### config.mk
export PLATFORM = sky130hd
export DESIGN_NAME = cohp_cell
export DESIGN_NICKNAME = d
export VERILOG_FILES = /design/src/rtl/cohp_pkg.sv /design/src/rtl/cohp_cell.sv
export SDC_FILE = /design/constraint.sdc
export NUM_CORES = 2
export LEC_CHECK = 0
export BUFFER_PORTS_ARGS = -buffer_cell sky130_fd_sc_hd__buf_2
export CAP_MARGIN = 20
export CORE_UTILIZATION = 60
export CTS_CLUSTER_SIZE = 8
export DETAILED_ROUTE_END_ITERATION = 16
export GPL_TIMING_DRIVEN = 1
export PLACE_DENSITY = 0.76
export SLEW_MARGIN = 5
export SYNTH_ARGS = -nofsm -noshare
export SYNTH_HDL_FRONTEND = slang
export SYNTH_SLANG_ARGS = --single-unit
export TNS_END_PERCENT = 100
### constraint.sdc
create_clock -name clk -period 23.1 [get_ports clk]
set_input_delay 4.62 -clock clk [delete_from_list [all_inputs] [get_ports clk]]
set_output_delay 4.62 -clock clk [all_outputs]
set_load 0.03 [all_outputs]
### src/rtl/cohp_pkg.sv
package cohp_pkg;

    // Fixed field widths
    localparam int SAMPLE_W   = 16;
    localparam int STATE_W    = 20;
    localparam int DIFF_W     = STATE_W + 1;
    localparam int B0_W       = 19;
    localparam int G_W        = 18;
    localparam int CNT_W      = 3;
    localparam int FRAC_BITS  = 18;
    localparam int FF_PROD_W  = B0_W + 1 + DIFF_W;
    localparam int FB_PROD_W  = G_W + 1 + STATE_W;
    localparam int SUM_W      = FF_PROD_W + 2;
    localparam int RND_W      = SUM_W - FRAC_BITS;

    // Stage index compare width, covers up to 32 built stages
    localparam int IDX_W      = 5;

    // Configuration port
    localparam int CFG_IDX_W  = 8;
    localparam int CFG_DATA_W = 32;

    localparam logic [CFG_IDX_W-1:0] REG_RUN_ENABLE    = CFG_IDX_W'(0);
    localparam logic [CFG_IDX_W-1:0] REG_B0_COEF       = CFG_IDX_W'(1);
    localparam logic [CFG_IDX_W-1:0] REG_G_COEF        = CFG_IDX_W'(2);
    localparam logic [CFG_IDX_W-1:0] REG_STAGES_IN_USE = CFG_IDX_W'(3);

    localparam logic             RUN_RESET    = 1'b1;
    localparam logic [B0_W-1:0]  B0_RESET     = B0_W'(262144);
    localparam logic [G_W-1:0]   G_RESET      = '0;
    localparam logic [CNT_W-1:0] STAGES_RESET = CNT_W'(2);

    localparam int NUM_STAGES_DEFAULT = 4;

    typedef struct packed {
        logic             run_enable;
        logic [B0_W-1:0]  b0_coef;
        logic [G_W-1:0]   g_coef;
        logic [CNT_W-1:0] stages_in_use;
    } cfg_t;

    // One beat moving between neighboring cells
    typedef struct packed {
        logic                      valid;
        logic                      clear;
        logic signed [STATE_W-1:0] x;
    } link_t;

    // Round half up after the Q24.18 product sum, then clamp to 20 bits
    function automatic logic signed [STATE_W-1:0] round_sat20(
        input logic signed [SUM_W-1:0] sum
    );
        logic signed [SUM_W-1:0] biased;
        logic signed [RND_W-1:0] r;
        logic signed [RND_W-1:0] hi;
        logic signed [RND_W-1:0] lo;
        biased = sum + SUM_W'(1 << (FRAC_BITS - 1));
        r      = biased[SUM_W-1:FRAC_BITS];
        hi     = RND_W'((1 << (STATE_W - 1)) - 1);
        lo     = -RND_W'(1 << (STATE_W - 1));
        if (r > hi)
            return hi[STATE_W-1:0];
        else if (r < lo)
            return lo[STATE_W-1:0];
        else
            return r[STATE_W-1:0];
    endfunction

    function automatic logic signed [SAMPLE_W-1:0] sat16(
        input logic signed [STATE_W-1:0] v
    );
        logic signed [STATE_W-1:0] hi;
        logic signed [STATE_W-1:0] lo;
        hi = STATE_W'((1 << (SAMPLE_W - 1)) - 1);
        lo = -STATE_W'(1 << (SAMPLE_W - 1));
        if (v > hi)
            return hi[SAMPLE_W-1:0];
        else if (v < lo)
            return lo[SAMPLE_W-1:0];
        else
            return v[SAMPLE_W-1:0];
    endfunction

endpackage

### src/rtl/cohp_cell.sv
module cohp_cell #(
    parameter int IDX = 0
) (
    input  logic                 clk,
    input  logic                 rst_n,
    input  logic                 advance,
    input  cohp_pkg::cfg_t       cfg,
    input  cohp_pkg::link_t      up,
    output cohp_pkg::link_t      down
);

    localparam logic [cohp_pkg::IDX_W-1:0] MY_IDX = cohp_pkg::IDX_W'(IDX);

    // Cell takes part when filtering and within the clamped stage count
    logic [cohp_pkg::IDX_W-1:0] eff_count;
    logic                       active;

    always_comb
    begin
        eff_count = (cfg.stages_in_use == '0) ? cohp_pkg::IDX_W'(1)
                                              : cohp_pkg::IDX_W'(cfg.stages_in_use);
        active    = cfg.run_enable && (MY_IDX < eff_count);
    end

    // ---- Level A: feedforward product ----
    logic                                   a_valid_reg, a_valid_next;
    logic                                   a_clear_reg;
    logic signed [cohp_pkg::STATE_W-1:0]    a_x_reg;
    logic signed [cohp_pkg::FF_PROD_W-1:0]  a_prod_reg, a_prod_next;
    logic signed [cohp_pkg::STATE_W-1:0]    xprev_reg, xprev_next;
    logic signed [cohp_pkg::STATE_W-1:0]    xprev_use;
    logic signed [cohp_pkg::DIFF_W-1:0]     diff;

    // Cells past the stage count still drop their history on a clear while run_enable is high
    always_comb
    begin
        xprev_use    = up.clear ? '0 : xprev_reg;
        diff         = cohp_pkg::DIFF_W'(up.x) - cohp_pkg::DIFF_W'(xprev_use);
        a_prod_next  = $signed({1'b0, cfg.b0_coef}) * diff;
        a_valid_next = advance ? up.valid : a_valid_reg;
        xprev_next   = (advance && up.valid && active) ? up.x :
                       (advance && up.valid && cfg.run_enable && up.clear) ? '0 : xprev_reg;
    end

    always_ff @(posedge clk or negedge rst_n)
    begin
        if (!rst_n)
        begin
            a_valid_reg <= 1'b0;
            xprev_reg   <= '0;
        end
        else
        begin
            a_valid_reg <= a_valid_next;
            xprev_reg   <= xprev_next;
        end
    end

    always_ff @(posedge clk)
    begin
        if (advance)
        begin
            a_clear_reg <= up.clear;
            a_x_reg     <= up.x;
            a_prod_reg  <= a_prod_next;
        end
    end

    // ---- Level B: feedback product, sum, round, clamp ----
    logic                                   b_valid_reg, b_valid_next;
    logic                                   b_clear_reg;
    logic signed [cohp_pkg::STATE_W-1:0]    b_x_reg, b_x_next;
    logic signed [cohp_pkg::STATE_W-1:0]    yprev_reg, yprev_next;
    logic signed [cohp_pkg::STATE_W-1:0]    yprev_use;
    logic signed [cohp_pkg::FB_PROD_W-1:0]  fb_prod;
    logic signed [cohp_pkg::SUM_W-1:0]      sum;
    logic signed [cohp_pkg::STATE_W-1:0]    y;

    always_comb
    begin
        yprev_use    = a_clear_reg ? '0 : yprev_reg;
        fb_prod      = $signed({1'b0, cfg.g_coef}) * yprev_use;
        sum          = cohp_pkg::SUM_W'(a_prod_reg) + cohp_pkg::SUM_W'(fb_prod);
        y            = cohp_pkg::round_sat20(sum);
        b_x_next     = active ? y : a_x_reg;
        b_valid_next = advance ? a_valid_reg : b_valid_reg;
        yprev_next   = (advance && a_valid_reg && active) ? y :
                       (advance && a_valid_reg && cfg.run_enable && a_clear_reg) ? '0 :
                       yprev_reg;
    end

    always_ff @(posedge clk or negedge rst_n)
    begin
        if (!rst_n)
        begin
            b_valid_reg <= 1'b0;
            yprev_reg   <= '0;
        end
        else
        begin
            b_valid_reg <= b_valid_next;
            yprev_reg   <= yprev_next;
        end
    end

    always_ff @(posedge clk)
    begin
        if (advance)
        begin
            b_clear_reg <= a_clear_reg;
            b_x_reg     <= b_x_next;
        end
    end

    assign down.valid = b_valid_reg;
    assign down.clear = b_clear_reg;
    assign down.x     = b_x_reg;

endmodule

# --- Word level (Yosys, flattened, before mapping) ---
# Index checks and enable logic that the tools add are counted.
classes:
  n_addsub: 3
  n_mul: 2
  div: 0
  order_cmp: 3
  n_eq_ne: 0
  shifts: 0
  mux: 10
  bitwise_logic: 0
  n_reduce_logical: 12
op_table:
  columns: ["cell", "count"]
  rows:
  - ["$mux 20", 9]
  - ["$add 42x19->43 const B", 1]
  - ["$add 41x39->42", 1]
  - ["$mul 20x21->41", 1]
  - ["$mul 19x20->39", 1]
  - ["$gt 25x20->1 const B", 1]
  - ["$lt 25x20->1 const B", 1]
  - ["$sub 20x20->21", 1]
  - ["$logic_and 1x1->1", 9]
  - ["$reduce_bool 2->1", 2]
  - ["$logic_not 3->1", 1]
  - ["$lt 1x3->1 const A", 1]
  - ["$mux 3", 1]
totals:
  ff_bits: 125
  latch_bits: 0
  ram_bits: 0
  romBits: 0
  inputBits: 66
  out_inout_bits: 22
  elab_cells: 39
  n_memories: 0

# --- Longest topological paths before layout ---
logic_depth:
  depth_word: 8
  ltp_mapped: 38
  ltp_nobuf: 36

# --- Worst setup path after synthesis ---
# Ideal clock, no wire load.
synth_timing:
  path_type: "input to register"
  from: "input up[20] (netlist name)"
  to: "register a_prod_reg[40] (netlist name), data pin"
  arrival_time_ns: 13.062
  required_ns: 22.830
  path_slack_ns: 9.768
  cell_stages: 34
  n_path_buf: 3
  cell_sequence: "clkbuf_1 > nand2b_1 > ha_1 > a21o_1 > a21oi_1 > nand2_1 > o21a_1 > a41o_1 > o41ai_2 > a21oi_1 > o21ai_2 > clkbuf_1 > nand2_1 > fa_1 > fa_1 > fa_1 > inv_1 > fa_1 > fa_1 > fa_1 > inv_1 > fa_1 > inv_1 > ha_1 > clkbuf_1 > nor2_1 > o21bai_1 > nand2_1 > o21ai_0 > a21bo_2 > o2111ai_1 > a221oi_1 > o21bai_1 > xnor3_1"
synth_via:
  elab_chain_cells: 3
synth_rtl:
  columns: ["element", "line", "text"]
  rows:
  - ["start: declaration", "cohp_cell.sv:8", "input cohp_pkg::link_t up,"]
  - ["$mux 20", "cohp_cell.sv:37", "xprev_use = up.clear ? '0 : xprev_reg;"]
  - ["$sub 20x20->21", "cohp_cell.sv:38", "diff = cohp_pkg::DIFF_W'(up.x) - cohp_pkg::DIFF_W'(xprev_use);"]
  - ["$mul 20x21->41", "cohp_cell.sv:39", "a_prod_next = $signed({1'b0, cfg.b0_coef}) * diff;"]
  - ["via a_prod_next (one bit)", "cohp_cell.sv:29", "logic signed [cohp_pkg::FF_PROD_W-1:0] a_prod_reg, a_prod_next;"]
  - ["end signal: assignment", "cohp_cell.sv:65", "a_prod_reg <= a_prod_next;"]
  - ["end: declaration", "cohp_cell.sv:29", null]
# The timed path passes the listed nets, and every way through them passes these cells.
# A chain may end at the register's enable or synchronous reset.

# --- Worst setup path in the final report ---
# Ends and elaborated chain as after synthesis.

==> out/qor.csv <==
metric,value,unit
status,completed,
sinks on the clock net,125,
# port buffers,84,
Crit. Startpoint,up[20],
CTS H-tree lvls,4,
Slew Limit Fails,0,
actual slew at the worst max-slew pin,1.17,ns
GRT Util Overall,27.8,%
CTS tree,yes,
GPL Wtd Cong,0.891,
CP required,23.24,ns
CP Class,in -> reg,
Worst-path clk slew,0.05,ns
setup tns final,0,ns
CP max FO,21,
ys flop type,edfxtp_1,
nets,5153,
Top Ports,88,
post-detail-place hpwl,69.0,mm
critical path startpoint category,input port,
Routed WL,81.9,mm
unrepaired setup endpoints after global routing,no,
Syn Inst Count,3974,
"commonest non-fill, non-tap cell in the layout",inv_1,
Placed Area,38700,µm²
crit path capture,a_prod_reg[40],
FF-to-FF path depth,33,
FF/Latch Area,3540,µm²
mean area per synthesized cell,9.44,µm²
"Warnings, synthesis",0,
worst skew pair latency,0.41,ns
final hold vios,0,
largest net degree at the start of global routing,65,
Root Driver,clkbuf_16,
area of the multi-input gates,29300,µm²
Rows,91,
DRC,0,
antenna-violating nets left,0,
Post-CTS Setup Bufs,0,
path category of the worst min-delay check,reg -> reg,
Post-synth EDFFs,83,
initial antenna violation count,4,
Slew HR,21.5,%
DR pass1 iterations,6,
vias in the first global route,28000,
via count,25500,
hold_buf cts,0,
Placed Cells,4776,
period utilization,62.1,%
Post-CTS Resized,0,
cell with the largest stage delay on the worst path,fa_1,
chip height,252,µm
layout cells sized above 1,6.12,%
post-DR vias/cell,5.30,
Synth async-reset ratio,33.6,%
Layout Cells excl Fill,4811,
Final Util,63.6,%
Worst R2R Start,xprev_reg[0],
critical path arrival,14.48,ns
initial detailed-routing violation count,1322,
"Largest stage delay, worst path",0.68,ns
R2R Setup Slk,12.92,ns
Starting Density,60.8,%
Clock Path Buffers,2,
Die ar.,63500,µm²
filler instances,5156,
area grow syn2layout,4.68,%
global route overflow,0,
core area,61700,µm²
Yosys reg bits,125,
met3 global-route usage,2.98,%
Final Setup Violations,0,
met1 usage,37.4,%
most frequent cells in the layout,"inv_1 (1077), fa_1 (848), nand2_1 (469)",
Worst Skew,0.00853,ns
synthesized cell area,37500,µm²
Tmin final,14.33,ns
Synth cell types,79,
TritonCTS Buffers,17,
max reg flops,41,
synthesized net count,5168,
grt met2 use,48.3,%
DIE WIDTH,252,µm
most frequent CP cell,fa_1,
share of the yosys chip area belonging to registers,9.45,%
gr busiest metal,met2,
R2R Path End,a_prod_reg[40],
Final Cell Area,39300,µm²
drt wl/cell,17.0,µm
global-route wire length before repair,140,mm
Fmax,69.8,MHz
Worst setup EP type,register,
max-cap violations,0,
## worst min path at each step
stage             startpoint             to  slack [ns]  depth (start not counted)
6_report        xprev_reg[0]   xprev_reg[0]        0.48                          2
5_1_grt        yprev_reg[11]  yprev_reg[11]        0.50                          2
4_1_cts         xprev_reg[0]   xprev_reg[0]        0.49                          2
3_3_place_gp   yprev_reg[19]  yprev_reg[19]        0.45                          2
3_5_place_dp    xprev_reg[0]   xprev_reg[0]        0.47                          2
2_1_floorplan   xprev_reg[0]   xprev_reg[0]        0.44                          2
## critical path: cells and delay by family
| kind | cells | cell delay, ns |
|---|---|---|
| buf+inv | 5 | 1.16 |
| xor+xnor | 1 | 0.27 |
| simple gates | 6 | 0.96 |
| compound gates | 12 | 2.97 |
| fa+ha+maj | 9 | 4.47 |
## logic make-up after synthesis
family | Yosys count | share of synthesized area, %
flip-flops | 125 | 9.45
AND/OR/NAND/NOR | 1075 | 14.5
XOR/XNOR | 85 | 2.06
AO/OA/AOI/OAI | 284 | 5.73
multiplexers | 39 | 1.14
adder cells (fa/ha/maj) | 1128 | 54.6
buffers and inverters | 1238 | 12.5
## metal layers
layer,share of wire [%],vias to the layer above
met1,42,13100
li1,-,11600
met4,2.3,4
met5,0.028,-
met3,5.8,107
met2,50,659
## synthesized netlist by cell type (all sizes together), types with 30 or more instances
master,n,area share (%)
inv,1077,11
o211ai,30,0.83
a21o,43,0.86
dfrtp,42,2.8
o21ai,42,0.57
edfxtp,83,6.6
a21oi,73,1.0
xnor2,60,1.4
ha,280,9.3
nor2,50,0.50
nand2,470,4.7
nand2b,36,0.60
nor2b,61,1.0
and2,376,6.3
clkbuf,144,1.4
fa,848,45
## final cells by class
| class | count | area share, % |
|---|---|---|
| sequential | 125 | 9.03 |
| clock buffer | 22 | 1.16 |
| clock inverter | 10 | 0.252 |
| timing repair buffer | 127 | 1.95 |
| multi-input combinational | 2611 | 74.6 |
| tap | 837 | 2.67 |
| antenna | 2 | 0.0127 |
| inverter | 1077 | 10.3 |
## stage by stage
step           hold WS, ns  setup WS (ns)
2_1_floorplan        0.442           9.77
3_5_place_dp         0.473           8.33
4_1_cts              0.486           8.75
3_3_place_gp         0.453           8.46
6_report             0.477           8.77
5_1_grt              0.505           8.32
Power is not shown: default switching activity piles up to over one toggle a cycle in this logic, so the estimate is an artifact.
